**config.mk**
```make
export PLATFORM = sky130hd
export DESIGN_NAME = polymorphic_inline_cache
export DESIGN_NICKNAME = d
export VERILOG_FILES = /design/src/rtl/core/pic_pkg.sv /design/src/rtl/core/pic_entry_array.sv /design/src/rtl/core/polymorphic_inline_cache.sv
export SDC_FILE = /design/constraint.sdc
export NUM_CORES = 1
export LEC_CHECK = 0
export ABC_AREA = 0
export BUFFER_PORTS_ARGS = -buffer_cell sky130_fd_sc_hd__buf_4
export CAP_MARGIN = 25
export CORE_ASPECT_RATIO = 0.7
export CORE_UTILIZATION = 50
export CTS_CLUSTER_DIAMETER = 120
export DETAILED_ROUTE_END_ITERATION = 12
export GPL_TIMING_DRIVEN = 1
export PLACE_DENSITY = 0.68
export SLEW_MARGIN = 30
export SYNTH_ARGS = -nofsm -noshare
export SYNTH_HDL_FRONTEND = slang
export SYNTH_SLANG_ARGS = --single-unit
```
**constraint.sdc**
```tcl
create_clock -name i_clk -period 15 [get_ports i_clk]
set_input_delay 1.5 -clock i_clk [delete_from_list [all_inputs] [get_ports i_clk]]
set_output_delay 1.5 -clock i_clk [all_outputs]
set_load 0.005 [all_outputs]
```
**src/rtl/core/pic_pkg.sv**
```systemverilog
`default_nettype none

package pic_pkg;

    // Command codes carried on the cmd field.
    localparam logic CMD_LOOKUP = 1'b0;
    localparam logic CMD_STORE  = 1'b1;

    // Fixed field widths of the item interface.
    localparam int LEN_WIDTH    = 3;
    localparam int FIELD_WIDTH  = 32;
    localparam int INPUT_IDS    = 4;

    // Lookup outcome passed from the entry array to the result register.
    typedef struct packed {
        logic                   hit;
        logic [FIELD_WIDTH-1:0] handle;
    } t_match;

endpackage

`default_nettype wire

```
**src/rtl/core/pic_entry_array.sv**
```systemverilog
`default_nettype none

module pic_entry_array #(
    parameter int WAYS      = 4,
    parameter int MAX_ARITY = 4,
    parameter int ID_WIDTH  = 32
) (
    input  wire logic                                i_clk,
    input  wire logic                                i_rst_n,
    input  wire logic                                i_we,
    input  wire logic [pic_pkg::LEN_WIDTH-1:0]       i_len,
    input  wire logic [MAX_ARITY*ID_WIDTH-1:0]       i_tuple,
    input  wire logic [pic_pkg::FIELD_WIDTH-1:0]     i_gen,
    input  wire logic [pic_pkg::FIELD_WIDTH-1:0]     i_handle,
    output pic_pkg::t_match                          o_match
);
    import pic_pkg::*;

    localparam int CW = (WAYS > 1) ? $clog2(WAYS) : 1;

    logic [WAYS-1:0]                          r_valid;
    logic [LEN_WIDTH-1:0]                     r_len    [WAYS];
    logic [MAX_ARITY*ID_WIDTH-1:0]            r_tuple  [WAYS];
    logic [FIELD_WIDTH-1:0]                   r_gen    [WAYS];
    logic [FIELD_WIDTH-1:0]                   r_handle [WAYS];
    logic [CW-1:0]                            r_cursor;
    logic [CW-1:0]                            n_cursor;
    logic [WAYS-1:0]                          way_hit;

    // Round-robin replacement cursor.
    always_comb begin
        if (r_cursor == CW'(WAYS - 1)) begin
            n_cursor = '0;
        end else begin
            n_cursor = r_cursor + CW'(1);
        end
    end

    // Valid marks and cursor are control state and are cleared by reset.
    always_ff @(posedge i_clk) begin
        if (!i_rst_n) begin
            r_valid  <= '0;
            r_cursor <= '0;
        end else if (i_we) begin
            r_valid[r_cursor] <= 1'b1;
            r_cursor          <= n_cursor;
        end
    end

    // Entry payload is only read once its valid mark is set.
    always_ff @(posedge i_clk) begin
        if (i_we) begin
            r_len[r_cursor]    <= i_len;
            r_tuple[r_cursor]  <= i_tuple;
            r_gen[r_cursor]    <= i_gen;
            r_handle[r_cursor] <= i_handle;
        end
    end

    // Per-way compare: length, generation and the first len identifiers.
    always_comb begin
        logic cls_ok;
        for (int w = 0; w < WAYS; w++) begin
            cls_ok = 1'b1;
            for (int j = 0; j < MAX_ARITY; j++) begin
                if ((j < int'(i_len)) &&
                    (r_tuple[w][j*ID_WIDTH +: ID_WIDTH] != i_tuple[j*ID_WIDTH +: ID_WIDTH])) begin
                    cls_ok = 1'b0;
                end
            end
            way_hit[w] = r_valid[w] && (r_gen[w] == i_gen) && (r_len[w] == i_len) && cls_ok;
        end
    end

    // The lowest-numbered matching way answers; a miss returns zero.
    always_comb begin
        o_match = '0;
        for (int w = WAYS - 1; w >= 0; w--) begin
            if (way_hit[w]) begin
                o_match.hit    = 1'b1;
                o_match.handle = r_handle[w];
            end
        end
    end

    a_cursor_range: assert property (@(posedge i_clk) disable iff (!i_rst_n)
        int'(r_cursor) < WAYS)
        else $error("replacement cursor out of range");

    a_store_marks_valid: assert property (@(posedge i_clk) disable iff (!i_rst_n)
        i_we |=> r_valid[$past(r_cursor)])
        else $error("stored entry not marked valid");

    a_hit_is_valid_way: assert property (@(posedge i_clk) disable iff (!i_rst_n)
        o_match.hit |-> (way_hit & r_valid) != '0)
        else $error("hit reported without a valid matching way");

endmodule

`default_nettype wire

```
**src/rtl/core/polymorphic_inline_cache.sv**
```systemverilog
`default_nettype none

// Polymorphic inline cache: a fully associative dispatch cache of WAYS
// entries with round-robin replacement. A lookup word returns one result word
// (hit and cached handle, or a miss with a zero handle); a store word writes
// the entry at the replacement cursor and returns nothing. The block takes one
// word per cycle while o_stall is low. A lookup word waits in the input register
// while all ways are compared in parallel, and the outcome is loaded into the
// result register when the result slot can take it. The input stalls only
// while a lookup sits in the input register behind a result word that the
// receiver is holding off; a store in the input register never waits. A lookup
// sees every store accepted before it. All entries are invalid after reset.
module polymorphic_inline_cache #(
    parameter int WAYS      = 4,
    parameter int MAX_ARITY = 4,
    parameter int ID_WIDTH  = 32
) (
    input  wire logic                                i_clk,
    input  wire logic                                i_rst_n,
    input  wire logic                                i_valid,
    output      logic                                o_stall,
    input  wire logic                                i_cmd,
    input  wire logic [pic_pkg::LEN_WIDTH-1:0]       i_key_len,
    input  wire logic [pic_pkg::FIELD_WIDTH-1:0]     i_class_a,
    input  wire logic [pic_pkg::FIELD_WIDTH-1:0]     i_class_b,
    input  wire logic [pic_pkg::FIELD_WIDTH-1:0]     i_class_c,
    input  wire logic [pic_pkg::FIELD_WIDTH-1:0]     i_class_d,
    input  wire logic [pic_pkg::FIELD_WIDTH-1:0]     i_gen_stamp,
    input  wire logic [pic_pkg::FIELD_WIDTH-1:0]     i_chain_handle,
    output      logic                                o_valid,
    input  wire logic                                i_stall,
    output      logic                                o_hit,
    output      logic [pic_pkg::FIELD_WIDTH-1:0]     o_found_handle
);
    import pic_pkg::*;

    logic [FIELD_WIDTH-1:0]          in_ids [INPUT_IDS];
    logic [MAX_ARITY*ID_WIDTH-1:0]   in_tuple;
    logic [LEN_WIDTH-1:0]            in_len;

    logic                            r_s1_valid;
    logic                            r_s1_cmd;
    logic [LEN_WIDTH-1:0]            r_s1_len;
    logic [MAX_ARITY*ID_WIDTH-1:0]   r_s1_tuple;
    logic [FIELD_WIDTH-1:0]          r_s1_gen;
    logic [FIELD_WIDTH-1:0]          r_s1_handle;

    logic                            r_out_valid;
    logic                            r_out_hit;
    logic [FIELD_WIDTH-1:0]          r_out_handle;

    logic                            out_busy;
    logic                            s1_lookup;
    logic                            s1_advance;
    logic                            in_accept;
    t_match                          match;

    // Tuple gathering: identifiers are resized to ID_WIDTH, missing positions are zero.
    assign in_ids[0] = i_class_a;
    assign in_ids[1] = i_class_b;
    assign in_ids[2] = i_class_c;
    assign in_ids[3] = i_class_d;

    for (genvar j = 0; j < MAX_ARITY; j++) begin : g_tuple
        if (j < INPUT_IDS) begin : g_field
            assign in_tuple[j*ID_WIDTH +: ID_WIDTH] = ID_WIDTH'(in_ids[j]);
        end else begin : g_zero
            assign in_tuple[j*ID_WIDTH +: ID_WIDTH] = '0;
        end
    end

    // Lengths beyond the tuple size saturate.
    assign in_len = (int'(i_key_len) > MAX_ARITY) ? LEN_WIDTH'(MAX_ARITY) : i_key_len;

    // Flow control: a store leaves the input register freely, a lookup needs the result slot.
    assign out_busy   = r_out_valid && i_stall;
    assign s1_lookup  = r_s1_valid && (r_s1_cmd == CMD_LOOKUP);
    assign s1_advance = r_s1_valid && !(s1_lookup && out_busy);
    assign o_stall    = s1_lookup && out_busy;
    assign in_accept  = i_valid && !o_stall;

    // Input register control.
    always_ff @(posedge i_clk) begin
        if (!i_rst_n) begin
            r_s1_valid <= 1'b0;
        end else if (!o_stall) begin
            r_s1_valid <= i_valid;
        end
    end

    // Input register payload.
    always_ff @(posedge i_clk) begin
        if (in_accept) begin
            r_s1_cmd    <= i_cmd;
            r_s1_len    <= in_len;
            r_s1_tuple  <= in_tuple;
            r_s1_gen    <= i_gen_stamp;
            r_s1_handle <= i_chain_handle;
        end
    end

    pic_entry_array #(
        .WAYS      (WAYS),
        .MAX_ARITY (MAX_ARITY),
        .ID_WIDTH  (ID_WIDTH)
    ) u_entries (
        .i_clk    (i_clk),
        .i_rst_n  (i_rst_n),
        .i_we     (s1_advance && (r_s1_cmd == CMD_STORE)),
        .i_len    (r_s1_len),
        .i_tuple  (r_s1_tuple),
        .i_gen    (r_s1_gen),
        .i_handle (r_s1_handle),
        .o_match  (match)
    );

    // Result register control.
    always_ff @(posedge i_clk) begin
        if (!i_rst_n) begin
            r_out_valid <= 1'b0;
        end else if (!out_busy) begin
            r_out_valid <= s1_lookup;
        end
    end

    // Result register payload.
    always_ff @(posedge i_clk) begin
        if (s1_lookup && !out_busy) begin
            r_out_hit    <= match.hit;
            r_out_handle <= match.handle;
        end
    end

    assign o_valid        = r_out_valid;
    assign o_hit          = r_out_hit;
    assign o_found_handle = r_out_handle;

    a_miss_zero_handle: assert property (@(posedge i_clk) disable iff (!i_rst_n)
        r_out_valid && !r_out_hit |-> r_out_handle == '0)
        else $error("miss result carries a nonzero handle");

    a_stall_only_for_lookup: assert property (@(posedge i_clk) disable iff (!i_rst_n)
        o_stall |-> r_s1_valid && (r_s1_cmd == CMD_LOOKUP) && r_out_valid)
        else $error("input stalled without a blocked lookup");

    a_lookup_reaches_output: assert property (@(posedge i_clk) disable iff (!i_rst_n)
        s1_lookup && !out_busy |=> r_out_valid)
        else $error("lookup dropped before the result register");

    a_store_gives_no_result: assert property (@(posedge i_clk) disable iff (!i_rst_n)
        !s1_lookup && !out_busy |=> !r_out_valid)
        else $error("result produced without a lookup");

endmodule

`default_nettype wire
```
**Yosys cells after proc, flatten, opt, wreduce, memory -nomap -nowiden**

Memory sizes are Yosys's and may differ from the RTL's.
Index checks and enable logic that the tools add are counted.

- Register bits after elaboration: 237
- Bits in writable memories: 780
- Input bits: 200
- Output and inout port bits: 35
- Memories: 4

Memories:

| memory | depth | width | rd ports | clocked after memory_dff | wr ports | line | RTL |
|---|---|---|---|---|---|---|---|
| u_entries.r_tuple | 4 | 128 | 4 | 0 | 1 | pic_entry_array.sv:23 | `logic [MAX_ARITY*ID_WIDTH-1:0] r_tuple [WAYS];` |
| u_entries.r_gen | 4 | 32 | 4 | 0 | 1 | pic_entry_array.sv:24 | `logic [FIELD_WIDTH-1:0] r_gen [WAYS];` |
| u_entries.r_handle | 4 | 32 | 4 | 0 | 1 | pic_entry_array.sv:25 | `logic [FIELD_WIDTH-1:0] r_handle [WAYS];` |
| u_entries.r_len | 4 | 3 | 4 | 0 | 1 | pic_entry_array.sv:22 | `logic [LEN_WIDTH-1:0] r_len [WAYS];` |

- $add $sub $neg: 1
- $lt $le $gt $ge: 7
- Eq/ne operators: 25
- Muxes and demuxes: 25
- Bitwise gates (word level): 2
- Reductions and logical operators: 39

Operator list:

| operator | number |
|---|---|
| 32-bit inequality test | 16 |
| 32-bit == test | 4 |
| 32-bit 2-to-1 mux | 3 |
| 1-bit logical AND | 36 |
| 33-bit 2-to-1 mux | 1 |
| 1-bit 2-to-1 mux | 19 |
| 3-bit == test | 4 |
| 1-bit by 3-bit < comparator with 1-bit output (first input constant) | 2 |
| 2-bit by 3-bit < comparator with 1-bit output (first input constant) | 2 |
| 4-bit OR | 1 |
| 3-bit > comparator (second input constant) | 1 |
| 2-bit by 3-bit < comparator with 1-bit output (second input constant) | 1 |
| 3-bit OR reduction | 1 |
| 2-bit by 1-bit adder with 2-bit output (second input constant) | 1 |
| 1-bit demux with 2-bit select | 1 |
| 2-bit == test (second input constant) | 1 |
| 2-bit by 1-bit >= comparator with 1-bit output (second input constant) | 1 |
| 1-bit zero test | 2 |
| 2-bit 2-to-1 mux | 1 |
| 1-bit inverter | 1 |

**Longest topological paths before layout**

An unclocked memory read counts as a cell.

- Depth in word-level cells: 12
- Mapped depth: 11

**Cells and area by module**

Synthesis repeated with hierarchy kept, for this count alone.

- Cell total of the unflattened synthesis: 2164
- Area, all modules: 39200.1 um^2

By module, submodules not included:

| module | times used | cells an instance | area each (um^2) | seq. area each (um^2) |
|---|---|---|---|---|
| pic_entry_array | 1 | 1922 | 32214.6 | 23542.6 |
| polymorphic_inline_cache | 1 | 242 | 6985.4 | 6916.6 |

**Worst setup path before layout**

OpenSTA, ideal clock, no wires.

- Path type: input to register
- Start point: input i_stall
- End point: register r_s1_cmd, enable pin
- Arrival: 10.302 ns
- Data required time: 14.221 ns
- Path slack: 3.918 ns
- Cell stages on the path: 3
- Buffers on the path: 0
- Cell sequence: nand2_1 > nor2_1 > nor2b_1

- Word-level cells in the longest chain between the ends: 4

RTL lines:

| element | line | RTL |
|---|---|---|
| from (decl) | polymorphic_inline_cache.sv:31 | `input wire logic i_stall,` |
| 1-bit logical AND | polymorphic_inline_cache.sv:76 | `assign out_busy = r_out_valid && i_stall;` |
| 1-bit logical AND | polymorphic_inline_cache.sv:79 | `assign o_stall = s1_lookup && out_busy;` |
| net o_stall | polymorphic_inline_cache.sv:21 | `output logic o_stall,` |
| 1-bit zero test | -- |  |
| 1-bit logical AND | polymorphic_inline_cache.sv:80 | `assign in_accept = i_valid && !o_stall;` |
| net in_accept | polymorphic_inline_cache.sv:55 | `logic in_accept;` |
| to (signal assigned) | polymorphic_inline_cache.sv:94 | `r_s1_cmd <= i_cmd;` |
| to (decl) | polymorphic_inline_cache.sv:42 | `logic r_s1_cmd;` |

The timed path passes the listed nets, and every way through them passes these cells.
A chain may end at the register's enable or synchronous reset.

==> impl_metrics.tcl <==
set metrics [dict create \
    status "complete, no violations" \
    gp_congestion 0.812 \
    hold_violations 0 \
    mappedNetlistArea_mm2 0.0393 \
    ys_top_cells_by_area "edfxtp_1 (77%), xnor2_1 (9.2%), xor2_1 (5.3%)" \
    syn_to_final_growth_pct 16.0 \
    crit_start "r_s1_len[2]" \
    p_leak_nw 15.0 \
    htree_levels 3 \
    r2r-end "o_found_handle[18]" \
    hpwl_um 50200 \
    synth.avg_cell_area_um2 18.0 \
    die-height_um 237 \
    syn_nets 2395 \
    clk_pin_slew_ns 0.06 \
    finalMaxSlewViolations 0 \
    cts_buffers 96 \
    stdcell_count 3599 \
    setup_tns_ns 0 \
    crit_arrival_ns 4.42 \
    vias_per_cell 5.37 \
    synth_cells 2191 \
    num_vias 19344 \
    final-setup-viol-count 0 \
    hold_class "flip-flop to flip-flop" \
    antenna_found_initial 3 \
    placedCellCount 3419 \
    grt.overflow.total 0 \
    fin_nets 2681 \
    post_cts_resized 0 \
    yosysWarnings 0 \
    r2r-start "r_s1_len[2]" \
    cts.sinks 1017 \
    portBuffers 234 \
    clk_latency_ns 0.65 \
    gr-usage-all-layers_pct 20.6 \
    grt_max_degree 165 \
    postCtsSetupBuffers 0 \
    crit_fanout 33 \
    cts_root_buf "clkbuf_16" \
    grt_pass1_wl_um 122000 \
    yosysSeqAreaShare_pct 77.4 \
    reg2regPathDepth 9 \
    die_x_um 337 \
    regToRegSetupSlack_ns 10.98 \
    powerDensity_mw_per_mm2 130 \
    finClkSkew_ns 0.0234 \
    firstDrtPassIters 7 \
    required_ns 15.40 \
    clk_path_buf_depth 3 \
    startpoint_type "flip-flop" \
    fill_cells 5885 \
    synth_top_area_share_pct 77.0 \
    drive_gt1_share_pct 15.9 \
    hold_buffers 0 \
    initial_core_util_pct 50.8 \
    tritoncts "done" \
    first_iter_violations 1869 \
    max-vdd-ir-drop_v 0.0000873 \
    yosysTopAreaCell "edfxtp_1" \
    final_util_pct 59.0 \
    ant_nets 0 \
    slew_headroom_pct 20.9 \
    fin_crit_ns 4.02 \
    rsz0062_at_grt "no" \
    cp-end-kind "flip-flop" \
    tightest_slew_ns 1.19 \
    max_cap_viol_count 0 \
    grt_pass1_vias 19189 \
    design.core.area_mm2 0.0774 \
    rows 85 \
    die_area_mm2 0.0798 \
    timing.fmax_mhz 248 \
    synth_cell_types 38 \
    crit_type "flip-flop to flip-flop" \
    wl_per_cell_um 22.7 \
    crit_end "o_found_handle[18]" \
    ioPinCount 235 \
    period_share_pct 26.8 \
    drt_drc_violations_left 0 \
    wl_um 81600 \
    synth-seq-cells 1017 \
]
stage by stage:
step                      total power, W  hold WS, ns  worst slack [ns]  instance area [um2]
after floorplan                  0.00343        0.440              3.92                39300
after global placement           0.00354        0.449             11.08                42300
after detailed placement         0.00354        0.453             11.03                42300
after CTS                        0.00601        0.474             11.01                45500
after global routing             0.00614        0.499             10.82                45700
final                            0.00595        0.476             10.98                45700
per-layer routing:
layer	global-route usage [%]	wire (um)
met1	32.3	39100
met2	29.9	36100
met3	3.90	5030
met4	4.38	1330
met5	0	12
cell usage in the layout (no fill, tap or decap), drive strengths merged, types with 3 or more instances in the layout:
master,instances
nor3,3
and3,68
o32a,31
nand4,119
buf,251
nor2,36
o21ai,4
inv,35
clkinv,38
xor2,240
nor4,87
nand2,6
bufinv,13
ha,4
nor2b,4
clkbuf,118
nand3,4
dfxtp,8
a21oi,11
xnor2,412
edfxtp,1009
o21a,36
clkinvlp,4
Yosys cell counts:
master / number
a2111oi_4: 1
a21bo_4: 1
a21boi_0: 2
a21oi_1: 11
a31oi_1: 1
and3_1: 66
and3_2: 2
buf_1: 2
buf_2: 3
buf_6: 3
clkbuf_1: 52
dfxtp_1: 8
dlygate4sd1_1: 3
edfxtp_1: 1009
ha_1: 4
inv_1: 33
nand2_1: 6
nand2b_1: 1
nand3_1: 4
nand4_1: 119
nand4bb_1: 1
nor2_1: 36
nor2b_1: 4
nor3_1: 3
nor4_1: 86
nor4_2: 1
o21a_1: 36
o21ai_0: 3
o21ai_1: 1
o21bai_1: 1
o311a_1: 1
o32a_1: 31
or2_2: 1
or3b_1: 1
or3b_2: 1
or4_1: 1
xnor2_1: 412
xor2_1: 240
worst max-delay path: stages (launching register included):
cell and delay, ns:
edfxtp_1 1.01, xnor2_1 0.21, nand4_1 0.11, nor4_1 0.31, nand4_1 0.28, a2111oi_4 0.40, buf_4 0.45, a21bo_4 0.42
and3_1 0.24, o32a_1 0.33
cell type report:
type | count | area, um2 | area share [%]
flip-flops and latches | 1017 | 30500 | 66.7
multi-input cells | 1078 | 8550 | 18.7
clock buffers | 118 | 2580 | 5.65
repair buffers | 251 | 2020 | 4.42
well taps | 1044 | 1310 | 2.86
clock inverters | 57 | 623 | 1.36
inverters | 33 | 124 | 0.271
diodes | 1 | 2.50 | 0.00548
report_power, final:
part | total (W) | switching (W) | internal (W)
combinational | 0.000194 | 0.0000917 | 0.000102
clock | 0.00247 | 0.00102 | 0.00145
sequential | 0.00329 | 0.0000962 | 0.00319
how the worst min path moves through the flow:
stage | startpoint | end | slack (ns) | cells past startpoint
after global routing | u_entries.r_valid[3] | u_entries.r_valid[3] | 0.50 | 1
final | u_entries.r_valid[1] | u_entries.r_valid[1] | 0.48 | 1
after CTS | u_entries.r_valid[2] | u_entries.r_valid[2] | 0.47 | 1
after global placement | u_entries.r_valid[1] | u_entries.r_valid[1] | 0.45 | 1
after detailed placement | u_entries.r_valid[2] | u_entries.r_valid[2] | 0.45 | 1
after floorplan | u_entries.r_valid[0] | u_entries.r_valid[0] | 0.44 | 1
logic make-up (layout without fill, tap and decap cells):
family	count (synthesis)	after routing	synth area share (%)
buffers and inverters	96	459	1.02
other	0	1	0
XOR/XNOR	652	652	14.5
adder cells (fa/ha/maj)	4	4	0.127
flip-flops	1017	1017	77.4
AND/OR/NAND/NOR	333	333	5.06
AO/OA/AOI/OAI	89	89	1.88
flip-flops by register name (all words and copies together) (netlist names):
register and count:
u_entries.r_cursor 2, r_s1_valid 1, r_s1_cmd 1, o_valid 1, r_s1_len 3, o_found_handle 32, u_entries.r_valid 4, r_s1_gen 32
o_hit 1, r_s1_tuple 128, u_entries.r_gen 128, u_entries.r_len 12, u_entries.r_handle 128, u_entries.r_tuple 512, r_s1_handle 32
Power figures use the tool's default switching activity.
